==> src/rtl/membership_set_table_macros.svh <==
// Assertion helpers shared by the RTL.
`ifndef MEMBERSHIP_SET_TABLE_MACROS_SVH
`define MEMBERSHIP_SET_TABLE_MACROS_SVH

// Same-cycle implication, quiet during reset.
`define MST_ASSERT_NOW(label, clk, rst, ante, cons) \
  label: assert property (@(posedge clk) disable iff (rst) (ante) |-> (cons)) \
    else $error("assertion failed");

// Next-cycle implication, quiet during reset.
`define MST_ASSERT_NEXT(label, clk, rst, ante, cons) \
  label: assert property (@(posedge clk) disable iff (rst) (ante) |=> (cons)) \
    else $error("assertion failed");

`endif

==> src/rtl/mst_pkg.sv <==
package mst_pkg;

  localparam int unsigned CAPACITY_DEF = 16;
  localparam int unsigned VALUE_W      = 32;
  localparam int unsigned OP_W         = 2;
  localparam int unsigned COUNT_OUT_W  = 5;

  localparam logic [OP_W-1:0] OP_INSERT = 2'd0;
  localparam logic [OP_W-1:0] OP_SEARCH = 2'd1;
  localparam logic [OP_W-1:0] OP_REMOVE = 2'd2;

  // Lookup token walking the cell row.
  typedef struct packed {
    logic               vld;
    logic [VALUE_W-1:0] value;
    logic               hit;   // a cell upstream holds the value
    logic               free;  // a cell upstream is empty
  } token_t;

  // Commit broadcast to every cell once the lookup is done.
  typedef struct packed {
    logic               ins;   // fill the first free cell
    logic               rem;   // clear the matching cell
    logic [VALUE_W-1:0] value;
  } cmd_t;

endpackage

==> src/rtl/mst_ifs.sv <==
interface mst_req_if;
  logic                               valid;
  logic                               ready;
  logic [mst_pkg::OP_W-1:0]           op;
  logic signed [mst_pkg::VALUE_W-1:0] value;

  modport source (output valid, output op, output value, input ready);
  modport sink (input valid, input op, input value, output ready);
endinterface

interface mst_rsp_if;
  logic                             valid;
  logic                             ready;
  logic                             was_present;
  logic                             status;
  logic [mst_pkg::COUNT_OUT_W-1:0]  element_count;

  modport source (output valid, output was_present, output status, output element_count,
                  input ready);
  modport sink (input valid, input was_present, input status, input element_count,
                output ready);
endinterface

==> src/rtl/membership_set_table.sv <==
// The lookup token walks one cell per cycle along the row of CAPACITY cells, then the
//   lookup is latched and then committed along with the response; the commit waits while
//   the response stalls. A new request is taken only after the previous one commits.
// Reset (rst, synchronous): all entries invalid, count zero, no request in flight.
// Stored values are not cleared; no clearing pass, ready right after reset.
module membership_set_table #(
  parameter int unsigned CAPACITY = mst_pkg::CAPACITY_DEF
) (
  input logic       clk,
  input logic       rst,
  mst_req_if.sink   req,
  mst_rsp_if.source rsp
);

`include "membership_set_table_macros.svh"

  localparam int unsigned CW = $clog2(CAPACITY + 1);

  localparam logic [1:0] ST_IDLE = 2'd0;
  localparam logic [1:0] ST_BUSY = 2'd1;
  localparam logic [1:0] ST_DONE = 2'd2;

  logic [1:0]                  state;
  logic [1:0]                  state_next;
  logic [mst_pkg::OP_W-1:0]    op;
  logic                        pend_hit;
  logic                        pend_free;
  logic [mst_pkg::VALUE_W-1:0] pend_value;
  logic [CW-1:0]               count;
  logic                        rsp_valid;
  logic                        rsp_present;
  logic                        rsp_status;
  logic [CW-1:0]               rsp_count;

  mst_pkg::token_t             chain [CAPACITY+1];
  mst_pkg::token_t             tail;
  mst_pkg::cmd_t               cmd;

  logic accept;
  logic rsp_free;
  logic finish;
  logic do_ins;
  logic do_rem;
  logic refused;
  logic [CW-1:0] count_next;

  assign req.ready = (state == ST_IDLE);
  assign accept    = req.valid && req.ready;
  assign rsp_free  = !rsp_valid || rsp.ready;
  assign finish    = (state == ST_DONE) && rsp_free;

  assign chain[0] = '{vld: accept, value: req.value, hit: 1'b0, free: 1'b0};

  for (genvar i = 0; i < CAPACITY; i++) begin : g_cell
    mst_cell u_cell (
      .clk     (clk),
      .rst     (rst),
      .tok_in  (chain[i]),
      .tok_out (chain[i+1]),
      .cmd     (cmd)
    );
  end

  assign tail = chain[CAPACITY];

  assign do_ins  = finish && (op == mst_pkg::OP_INSERT) && !pend_hit && pend_free;
  assign refused = (op == mst_pkg::OP_INSERT) && !pend_hit && !pend_free;
  assign do_rem  = finish && (op == mst_pkg::OP_REMOVE) && pend_hit;
  assign cmd     = '{ins: do_ins, rem: do_rem, value: pend_value};

  always_comb begin
    count_next = count;
    if (do_ins) begin
      count_next = count + CW'(1);
    end else if (do_rem && (count != '0)) begin
      count_next = count - CW'(1);
    end
  end

  always_comb begin
    state_next = state;
    unique case (state)
      ST_IDLE: if (accept) state_next = ST_BUSY;
      ST_BUSY: if (tail.vld) state_next = ST_DONE;
      ST_DONE: if (rsp_free) state_next = ST_IDLE;
      default: state_next = ST_IDLE;
    endcase
  end

  always_ff @(posedge clk) begin
    if (rst) begin
      state     <= ST_IDLE;
      count     <= '0;
      rsp_valid <= 1'b0;
    end else begin
      state <= state_next;
      count <= count_next;
      if (finish) begin
        rsp_valid <= 1'b1;
      end else if (rsp.ready) begin
        rsp_valid <= 1'b0;
      end
    end
  end

  always_ff @(posedge clk) begin
    if (accept) begin
      op <= req.op;
    end
    if ((state == ST_BUSY) && tail.vld) begin
      pend_hit   <= tail.hit;
      pend_free  <= tail.free;
      pend_value <= tail.value;
    end
    if (finish) begin
      rsp_present <= pend_hit;
      rsp_status  <= refused;
      rsp_count   <= count_next;
    end
  end

  assign rsp.valid         = rsp_valid;
  assign rsp.was_present   = rsp_present;
  assign rsp.status        = rsp_status;
  assign rsp.element_count = mst_pkg::COUNT_OUT_W'(rsp_count);

  `MST_ASSERT_NOW(a_idle_chain_empty, clk, rst, req.ready, !tail.vld)
  `MST_ASSERT_NEXT(a_accept_busy, clk, rst, accept, state == ST_BUSY)
  `MST_ASSERT_NOW(a_count_bound, clk, rst, 1'b1, count <= CW'(CAPACITY))
  `MST_ASSERT_NEXT(a_ins_count, clk, rst, do_ins, count == $past(count) + CW'(1))
  `MST_ASSERT_NOW(a_commit_excl, clk, rst, do_ins || do_rem, !(do_ins && do_rem))

endmodule

==> src/rtl/mst_cell.sv <==
module mst_cell (
  input  logic            clk,
  input  logic            rst,
  input  mst_pkg::token_t tok_in,
  output mst_pkg::token_t tok_out,
  input  mst_pkg::cmd_t   cmd
);

  logic                        valid;
  logic [mst_pkg::VALUE_W-1:0] value;
  logic                        mark_hit;
  logic                        mark_free;
  logic                        tok_vld;
  logic [mst_pkg::VALUE_W-1:0] tok_value;
  logic                        tok_hit;
  logic                        tok_free;
  logic                        match;

  assign match = valid && (value == tok_in.value);

  always_ff @(posedge clk) begin
    if (rst) begin
      valid     <= 1'b0;
      mark_hit  <= 1'b0;
      mark_free <= 1'b0;
      tok_vld   <= 1'b0;
    end else begin
      tok_vld <= tok_in.vld;
      // marks record which cell is the first match / first hole for this beat
      if (tok_in.vld) begin
        mark_hit  <= match && !tok_in.hit;
        mark_free <= !valid && !tok_in.free;
      end
      if (cmd.ins && mark_free) begin
        valid <= 1'b1;
      end else if (cmd.rem && mark_hit) begin
        valid <= 1'b0;
      end
    end
  end

  always_ff @(posedge clk) begin
    tok_value <= tok_in.value;
    tok_hit   <= tok_in.hit || match;
    tok_free  <= tok_in.free || !valid;
    if (cmd.ins && mark_free) begin
      value <= cmd.value;
    end
  end

  assign tok_out = '{vld: tok_vld, value: tok_value, hit: tok_hit, free: tok_free};

endmodule

==> src/flat_wrapper.sv <==
// flat-port wrapper written by rule: the top's interface ports become plain ports
module membership_set_table_flat 
#(
  parameter int unsigned CAPACITY = mst_pkg::CAPACITY_DEF
)
  (clk, rst, req_valid, req_op, req_value, req_ready, rsp_valid, rsp_was_present, rsp_status, rsp_element_count, rsp_ready);
  mst_req_if req_i ();
  mst_rsp_if rsp_i ();
  input logic clk;
  input logic rst;
  input wire logic [$bits(req_i.valid)-1:0] req_valid;
  input wire logic [$bits(req_i.op)-1:0] req_op;
  input wire logic [$bits(req_i.value)-1:0] req_value;
  output wire logic [$bits(req_i.ready)-1:0] req_ready;
  output wire logic [$bits(rsp_i.valid)-1:0] rsp_valid;
  output wire logic [$bits(rsp_i.was_present)-1:0] rsp_was_present;
  output wire logic [$bits(rsp_i.status)-1:0] rsp_status;
  output wire logic [$bits(rsp_i.element_count)-1:0] rsp_element_count;
  input wire logic [$bits(rsp_i.ready)-1:0] rsp_ready;
  assign req_i.valid = req_valid;
  assign req_i.op = req_op;
  assign req_i.value = req_value;
  assign req_ready = req_i.ready;
  assign rsp_valid = rsp_i.valid;
  assign rsp_was_present = rsp_i.was_present;
  assign rsp_status = rsp_i.status;
  assign rsp_element_count = rsp_i.element_count;
  assign rsp_i.ready = rsp_ready;
  membership_set_table #(.CAPACITY(CAPACITY)) u_core (.clk(clk), .rst(rst), .req(req_i), .rsp(rsp_i));
endmodule
==> config.mk <==
export PLATFORM = sky130hd
export DESIGN_NAME = membership_set_table_flat
export DESIGN_NICKNAME = d
export VERILOG_FILES = /design/src/rtl/mst_pkg.sv /design/src/rtl/mst_ifs.sv /design/src/rtl/membership_set_table.sv /design/src/rtl/mst_cell.sv /design/src/flat_wrapper.sv
export VERILOG_INCLUDE_DIRS = /design/src /design/src/rtl
export SDC_FILE = /design/constraint.sdc
export NUM_CORES = 1
export LEC_CHECK = 0
export BUFFER_PORTS_ARGS = -buffer_cell sky130_fd_sc_hd__buf_2
export CELL_PAD_IN_SITES_DETAIL_PLACEMENT = 1
export CELL_PAD_IN_SITES_GLOBAL_PLACEMENT = 1
export CORE_ASPECT_RATIO = 0.5
export CORE_MARGIN = 2
export CORE_UTILIZATION = 45
export CTS_CLUSTER_DIAMETER = 100
export CTS_CLUSTER_SIZE = 10
export DETAILED_ROUTE_END_ITERATION = 10
export PLACE_DENSITY = 0.77
export SETUP_SLACK_MARGIN = 0.1
export SYNTH_ARGS = -nofsm -noshare
export SYNTH_HDL_FRONTEND = slang
export SYNTH_SLANG_ARGS = --single-unit
==> constraint.sdc <==
create_clock -name clk -period 8.5 [get_ports clk]
set_clock_uncertainty 0.2 [all_clocks]
set_input_delay 0.425 -clock clk [delete_from_list [all_inputs] [get_ports clk]]
set_output_delay 0.425 -clock clk [all_outputs]
set_load 0.01 [all_outputs]
==> flow_summary.toml, run 1 <==
[pwr]
peakVddDrop_uv = 253
power.internal_mw = 9.21
power.static_leakage_nw = 14.6
power_frac_seq_pct = 52.3
p_per_area_nw_per_um2 = 276
p_clk_share_pct = 46.1
switching_share_pct = 21.3
p_comb_share_pct = 1.6
p_sw_mw = 2.49

[timing]
slew_headroom_pct = 0.813
holdWs_ns = 0.101
fmax_mhz = 380
rsz0062_at_grt = "no"
fin_crit_sh_pct = 31.0
final-hold-violation-count = 0
drv_slew = 0
tns_ns = 0
tightest_slew_ns = 1.49
fin_crit_ns = 2.63
setup_violations = 0

[logic_synthesis]
netlist_instances = 2165
synth-seq-cells = 1171
yosysTopAreaCell = "edfxtp_1"
synth_top_area_share_pct = 46.0
synth_ff_type = "dfxtp_1"
synthesis.area_sq_um = 36200
synth_warnings = 0
avgSynthCellArea_sq_um = 16.7
synth_nets = 2205
synth.area.top_cells = "edfxtp_1, dfxtp_1, xnor2_1"
synth-edff-count = 555
ys_seq_area_share_pct = 80.0
async_reset_ff_share_pct = 0
synth_cell_types = 50

[placement]
io_buffers = 46
gp_congestion = 0.801
hpwl_um = 59500

[setup_path]
arrival_ns = 2.77
crit_path_max_incr_delay_ns = 0.44
slowest_stage = "or3b_4"
critical_path_peak_fanout = 31
path_cells = "or3b_4 > nor4_4 > buf_4 > and2_1 > buf_4"
critical-path-top-delay-family = "simple AND/OR/NAND/NOR gates"
worstReg2RegStart = "u_core.op[1]"
endpoint_kind = "register"
timing.rr.end = "u_core.g_cell[1].u_cell.value[16]"
cp_common_cell = "buf_4"
criticalPathCategory = "register to register"
start_kind = "register"
path_buf_inv = 2
r2r_cells = 5
startpoint = "u_core.op[1]"
rrSetupSlack_ns = 5.87
required_ns = 8.64

[clock_network]
clk_latency_ns = 0.70
clockBufferDepth = 3
tritoncts = "done"
root_buffer = "clkbuf_16"
cts.sink_count = 1171
cts_buffers = 135
clkTransAtPathRegs_ns = 0.06
post_cts_resized = 0
htree_levels = 4

[layout]
drive_gt1_share_pct = 9.83
layout-area-overhead-vs-synth_pct = 17.1
layout_common_cells = "dfxtp_1, edfxtp_1, xnor2_1"
fin_nets = 2448
final_common_cell = "dfxtp_1"
utilization_pct = 53.3
fill_cells = 7316

[die]
num_rows = 73
die_h_um = 205
coreArea_sq_um = 79600
dieArea_sq_um = 83000
ioPinCount = 47
start_util_pct = 45.6
die_x_um = 405

[route]
wl_per_cell_um = 27.6
vias = 18800
drtPass1Iterations = 5
initialDrtViolationCount = 2030
antenna_left = 0
viasPerCell = 5.23
drt-total-wl_um = 99500
drc = 0

[hold_path]
whs_endpoint = "u_core.rsp.valid"
hold-path-cell-count = 4
hold_path.class = "primary input to register"
hp-start = "rsp_ready"

[global_routing]
grt_use_total_pct = 24.3
antenna_found_initial = 10
grt_pass1_wl_um = 143000
grt_pass1_vias = 20500
grt_max_degree = 74
grt-ovfl-total = 0

[run_status]
status = "complete, no violations"

[job]
drv_cap = 0
[stage by stage]
| step | setup slack [ns] | instance area (sq um) | power [mW] | cells |
|---|---|---|---|---|
| after global routing | 5.79 | 42400 | 12.0 | 3600 |
| final | 5.87 | 42400 | 11.7 | 3601 |
| after floorplan | 5.79 | 36200 | 6.28 | 2165 |
| after global placement | 5.97 | 38100 | 6.38 | 3323 |
| after detailed placement | 5.89 | 38100 | 6.39 | 3323 |
| after CTS | 5.92 | 42400 | 11.7 | 3599 |
[cells in the mapped netlist (2+ instances only)]
master / instances
a211oi_1: 2
a21oi_1: 20
and2_1: 16
buf_2: 2
clkbuf_1: 6
dfxtp_1: 616
edfxtp_1: 555
ha_1: 2
inv_1: 19
mux2i_1: 17
nand2_1: 41
nand2b_1: 45
nand3_1: 17
nand3b_1: 2
nand4_1: 97
nor2_1: 67
nor2b_1: 22
nor3_1: 16
nor4_1: 45
nor4_4: 2
o21ai_0: 17
o22ai_1: 3
o32ai_1: 2
or3b_2: 7
xnor2_1: 386
xor2_1: 117
[cell type report]
class / count / area (sq um) / share of cell area, %
diodes: 2 / 5.00 / 0.0118
repair buffers: 116 / 843 / 1.99
well taps: 1087 / 1360 / 3.21
clock inverters: 8 / 100 / 0.236
clock buffers: 233 / 3920 / 9.23
flip-flops and latches: 1171 / 29000 / 68.3
multi-input cells: 965 / 7140 / 16.8
inverters: 19 / 71.3 / 0.168
[power by group through the flow]
| stage | Sequential, mW | Clock, mW | Combinational, mW |
|---|---|---|---|
| after CTS | 6.12 | 5.41 | 0.180 |
| after global placement | 6.23 | 0 | 0.153 |
| after floorplan | 6.17 | 0 | 0.114 |
| final | 6.12 | 5.39 | 0.183 |
| after global routing | 6.13 | 5.67 | 0.196 |
| after detailed placement | 6.23 | 0 | 0.160 |
[worst max path at each step]
stage | to | slack (ns) | depth (start not counted)
final | u_core.g_cell[1].u_cell.value[16] | 5.87 | 5
after global placement | u_core.count[3] | 5.97 | 7
after global routing | u_core.g_cell[1].u_cell.value[30] | 5.79 | 5
after CTS | u_core.g_cell[1].u_cell.value[20] | 5.92 | 5
after floorplan | u_core.g_cell[10].u_cell.value[0] | 5.79 | 4
after detailed placement | u_core.g_cell[1].u_cell.value[1] | 5.89 | 6
[repair_timing]
action,CTS,global route
hold endpoints to repair,38,0
hold buffers,35,0
endpoints found under the setup margin,0,0
buffers inserted,0,0
[tightest hold or removal path, stage by stage]
cell     delay (ns)
buf_2          0.08
and2b_2        0.28
inv_1          0.10
a21oi_1        0.06
[kinds of logic after synthesis]
group,share of synthesized area [%]
compound gates,0.877
mux,0.500
xor+xnor,12.2
flops,80.0
fa+ha+maj,0.0690
simple gates,6.08
buf+inv,0.328
[routing by layer]
| metal | part of all wire [%] | vias up | track usage [%] |
|---|---|---|---|
| met5 | 0 | - | 0 |
| met4 | 2.7 | 0 | 8.26 |
| met3 | 6.5 | 197 | 5.08 |
| met2 | 49 | 740 | 41.2 |
| met1 | 41 | 9771 | 31.1 |
| li1 | - | 8109 | - |
[registers in the layout (all words and copies together), names as in the netlist, 16 cells and up]
name / flops
u_core.g_cell.u_cell.tok_value: 512
u_core.g_cell.u_cell.tok_free: 16
u_core.g_cell.u_cell.mark_hit: 16
u_core.g_cell.u_cell.tok_vld: 16
u_core.g_cell.u_cell.value: 512
u_core.pend_value: 32
u_core.g_cell.u_cell.mark_free: 16
u_core.g_cell.u_cell.valid: 16
u_core.g_cell.u_cell.tok_hit: 16
Note: power is estimated with default switching activity, not from simulation.
==> run 2: changes to the inputs <==
--- a/config.mk
+++ b/config.mk
@@ -15,7 +15,7 @@
 export CTS_CLUSTER_DIAMETER = 100
 export CTS_CLUSTER_SIZE = 10
 export DETAILED_ROUTE_END_ITERATION = 10
-export PLACE_DENSITY = 0.77
+export PLACE_DENSITY = 0.79
 export SETUP_SLACK_MARGIN = 0.1
 export SYNTH_ARGS = -nofsm -noshare
 export SYNTH_HDL_FRONTEND = slang
==> constraint.sdc (replaced) <==
create_clock -name clk -period 2.2 [get_ports clk]
set_clock_uncertainty 0.2 [all_clocks]
set_input_delay 0.11 -clock clk [delete_from_list [all_inputs] [get_ports clk]]
set_output_delay 0.11 -clock clk [all_outputs]
set_load 0.01 [all_outputs]
==> flow_summary.toml, run 2 (same netlist as run 1, synthesis figures left out) <==
[run_status]
violations = "setup timing"
status = "finished with violations"

[setup_path]
slowest_stage = "nor4b_1"
cp_common_cell = "nor2b_1"
path_buf_inv = 1
arrival_ns = 2.83
rrSetupSlack_ns = -0.40
start_kind = "register"
critical-path-top-delay-family = "simple AND/OR/NAND/NOR gates"
required_ns = 2.43
criticalPathCategory = "register to register"
endpoint_kind = "register"
critical_path_peak_fanout = 5
path_cells = "inv_1 > ha_1 > nor4b_1 > nor2b_1 > a211oi_1 > nor2b_1"
crit_path_max_incr_delay_ns = 0.58

[placement]
gp_congestion = 0.814
hpwl_um = 63200
io_buffers = 46

[route]
drtPass1Iterations = 5
drt-total-wl_um = 135000
antenna_left = 0
viasPerCell = 5.91
initialDrtViolationCount = 3143
drc = 0
vias = 22000
wl_per_cell_um = 36.2

[pwr]
power.total_mw = 46.6
peakVddDrop_uv = 1040
p_per_area_nw_per_um2 = 1060
power.static_leakage_nw = 15.3

[die]
die_x_um = 405
num_rows = 73
ioPinCount = 47
coreArea_sq_um = 79600
dieArea_sq_um = 83000
start_util_pct = 45.6
die_h_um = 205

[timing]
fmax_mhz = 384
holdWs_ns = 0.148
tightest_slew_ns = 1.49
drv_slew = 0
final-hold-violation-count = 0
rsz0062_at_grt = "yes"
setup_violations = 546
slew_headroom_pct = 0.905
fin_crit_sh_pct = 118
fin_crit_ns = 2.60
fin_ws_ns = -0.402
tns_ns = -98.05

[layout]
regArea_sq_um = 29000
multi_input_area_sq_um = 7280
fill_cells = 7172
final_common_cell = "dfxtp_1"
reg_top3 = "u_core.g_cell.u_cell.tok_value x512, u_core.g_cell.u_cell.value x512, u_core.pend_value x32"
layout-area-overhead-vs-synth_pct = 21.1
layout_common_cells = "dfxtp_1, edfxtp_1, xnor2_1"
fin_nets = 2554
drive_gt1_share_pct = 13.0
utilization_pct = 55.2

[global_routing]
grt_use_total_pct = 29.9
grt_pass1_vias = 22700
grt_max_degree = 43
grt-ovfl-total = 0
grt_pass1_wl_um = 174000
antenna_found_initial = 15

[clock_network]
root_buffer = "clkbuf_16"
cts.sink_count = 1171
clockBufferDepth = 3
tritoncts = "done"
clkTransAtPathRegs_ns = 0.06
clk_latency_ns = 0.71
htree_levels = 4
cts_buffers = 135

[hold_path]
hold_path.class = "primary input to register"

[job]
drv_cap = 0
==> run 2: per-layer routing <==
metal	up-vias	wire [um]	GRT usage [%]
li1	8351	-	-
met1	11300	48600	36.3
met2	1843	64700	50.9
met3	486	13300	6.49
met4	0	7920	14.4
met5	-	0	0
==> run 2: worst paths after layout <==
kind,depth (start not counted),endpoint,start
worst max-delay path,6,u_core.rsp.element_count[1],u_core.count[1]
worst min-delay path,3,u_core.g_cell[13].u_cell.valid,rst
worst max register to register,6,u_core.rsp.element_count[1],u_core.count[1]
worst min register to register,0,u_core.g_cell[6].u_cell.tok_value[11],u_core.g_cell[5].u_cell.tok_value[11]
==> run 2: area by class of cell <==
class	count	share of cell area, %
Inverter	19	0.163
Sequential cell	1171	66.1
Clock inverter	2	0.0399
Multi-Input combinational cell	965	16.6
Antenna cell	12	0.0684
Tap cell	1087	3.10
Timing Repair Buffer	222	4.99
Clock buffer	240	8.98
==> run 2: what timing repair did <==
action,CTS,global route
hold endpoints to repair,91,0
setup buffers,1,4
gates cloned,0,12
pin swaps,5,9
hold buffers,72,0
endpoints found under the setup margin,542,556
gates resized for setup,9,23
==> run 2: worst reg2reg max path, stage by stage, from the launching register on <==
cell and delay [ns]:
dfxtp_1 0.38, inv_1 0.09, ha_1 0.23, nor4b_1 0.58, nor2b_1 0.21, a211oi_1 0.50
nor2b_1 0.14
==> run 2: stage by stage <==
step	area (sq um)	instances	worst slack (ns)
after floorplan	36300	2165	-0.128
after global placement	38700	3375	-0.00489
after detailed placement	38700	3375	-0.0539
after CTS	43400	3690	-0.0661
after global routing	43900	3707	-0.414
final	43900	3718	-0.402
==> run 2: power by group <==
part | internal (mW) | total (mW) | switching (mW)
Clock | 12.1 | 22.0 | 9.94
Combinational | 0.431 | 0.859 | 0.428
Sequential | 23.1 | 23.7 | 0.610
Total | 35.6 | 46.6 | 11.0
==> run 3: changes to the inputs <==
--- a/config.mk
+++ b/config.mk
@@ -7,7 +7,7 @@
 export NUM_CORES = 1
 export LEC_CHECK = 0
 export BUFFER_PORTS_ARGS = -buffer_cell sky130_fd_sc_hd__buf_2
-export CELL_PAD_IN_SITES_DETAIL_PLACEMENT = 1
+export CELL_PAD_IN_SITES_DETAIL_PLACEMENT = 0
 export CELL_PAD_IN_SITES_GLOBAL_PLACEMENT = 1
 export CORE_ASPECT_RATIO = 0.5
 export CORE_MARGIN = 2
==> flow_summary.toml, run 3 (same netlist as run 1, synthesis figures left out) <==
[setup_path]
critical-path-top-delay-family = "simple AND/OR/NAND/NOR gates"
required_ns = 2.40
r2r_cells = 6
endpoint_kind = "register"
criticalPathCategory = "register to register"
rrSetupSlack_ns = -0.005
path_cells = "or3b_4 > nor4_4 > buf_6 > buf_6 > and2_4 > clkbuf_16"
slowest_stage = "edfxtp_1"
arrival_ns = 2.41
timing.rr.end = "u_core.g_cell[2].u_cell.value[31]"
path_buf_inv = 3
start_kind = "register"
cp_common_cell = "buf_6"
worstReg2RegStart = "u_core.pend_hit"
critical_path_peak_fanout = 16
crit_path_max_incr_delay_ns = 0.41

[route]
antenna_left = 0
initialDrtViolationCount = 1861
drc = 0
drtPass1Iterations = 5
drt-total-wl_um = 86800
vias = 18500
wl_per_cell_um = 23.4
viasPerCell = 4.99

[global_routing]
grt_pass1_vias = 18200
grt_pass1_wl_um = 121000
grt_max_degree = 43
grt-ovfl-total = 0
grt_use_total_pct = 20.4
antenna_found_initial = 11

[clock_network]
root_buffer = "clkbuf_16"
clkTransAtPathRegs_ns = 0.05
clk_latency_ns = 0.70
cts_buffers = 135
tritoncts = "done"
clockBufferDepth = 3
htree_levels = 4
cts.sink_count = 1171

[die]
num_rows = 73
start_util_pct = 45.6
ioPinCount = 47
die_x_um = 405
die_h_um = 205
dieArea_sq_um = 83000
coreArea_sq_um = 79600

[timing]
rsz0062_at_grt = "yes"
setup_violations = 3
tns_ns = -0.00943
fin_ws_ns = -0.00467
slew_headroom_pct = 21.8
drv_slew = 0
fmax_mhz = 454
tightest_slew_ns = 1.17
fin_crit_ns = 2.20
fin_crit_sh_pct = 100
final-hold-violation-count = 0

[pwr]
peakVddDrop_uv = 632
power.static_leakage_nw = 15.4
p_per_area_nw_per_um2 = 1010

[placement]
place_area_sq_um = 38700
io_buffers = 46
hpwl_um = 55000
gp_congestion = 0.814

[job]
drv_cap = 0

[hold_path]
hold_path.class = "primary input to register"
hp-start = "rst"
whs_endpoint = "u_core.g_cell[15].u_cell.valid"
hold-path-cell-count = 3

[layout]
layout-area-overhead-vs-synth_pct = 21.5
fin_nets = 2567
final_common_cell = "dfxtp_1"
antennaDiodeCount = 0
drive_gt1_share_pct = 13.2
utilization_pct = 55.4
layout_common_cells = "dfxtp_1, edfxtp_1, xnor2_1"
design_area_sq_um = 44000
reg_top3 = "u_core.g_cell.u_cell.tok_value x512, u_core.g_cell.u_cell.value x512, u_core.pend_value x32"

[run_status]
violations = "setup timing"
status = "finished with violations"
## run 3: worst max path at each step
stage | from | to | slack [ns] | cells past startpoint
after floorplan | u_core.op[1] | u_core.g_cell[11].u_cell.value[0] | -0.13 | 4
after global placement | u_core.op[1] | u_core.g_cell[3].u_cell.value[4] | -0.005 | 5
after detailed placement | u_core.pend_hit | u_core.g_cell[3].u_cell.value[1] | -0.01 | 5
after CTS | u_core.pend_hit | u_core.g_cell[6].u_cell.value[1] | 0.006 | 5
after global routing | u_core.pend_hit | u_core.g_cell[0].u_cell.value[5] | -0.08 | 6
final | u_core.pend_hit | u_core.g_cell[2].u_cell.value[31] | -0.005 | 6
## run 3: stage by stage
step	worst slack (ns)	std cells	total power, mW	hold WS, ns
global route	-0.0762	3717	45.7	0.128
global placement	-0.00489	3375	24.7	0.0382
floorplan	-0.128	2165	24.3	-0.0623
CTS	0.00631	3688	44.6	0.0953
detailed placement	-0.0133	3375	24.7	0.0421
finish	-0.00467	3717	44.4	0.121
## run 3: report_power, final
group | switching (mW) | internal (mW)
Combinational | 0.301 | 0.428
Clock | 8.36 | 11.7
Sequential | 0.474 | 23.2
Total | 9.14 | 35.3
## run 3: timing repair
item | CTS | global route
pin swaps | 6 | 3
resized for setup | 9 | 17
cloned | 0 | 27
hold buffers | 72 | 0
buffers inserted | 1 | 2
endpoints found under the hold margin | 108 | 0
endpoints found under the setup margin | 516 | 535
## run 3: metal layers
metal,part of all wire (%),track usage (%),wire length (um),vias to the layer above
met3,7.8,4.23,6800,132
met2,46,32.6,40200,790
met1,44,28.3,38100,9233
met4,2.0,6.00,1700,0
li1,-,-,-,8377
met5,0,0,0,-
## run 3: final cells by class
type                            count  area, sq um
Clock inverter                     14          215
Timing Repair Buffer              235         2450
Clock buffer                      226         3760
Fill cell                        6022        35500
Tap cell                         1087         1360
Inverter                           19         71.3
Sequential cell                  1171        29000
Multi-Input combinational cell    965         7190
## run 3: worst reg2reg max path: stages, from the launching register on
cell	delay [ns]
edfxtp_1	0.41
or3b_4	0.41
nor4_4	0.15
buf_6	0.17
buf_6	0.16
and2_4	0.22
clkbuf_16	0.20
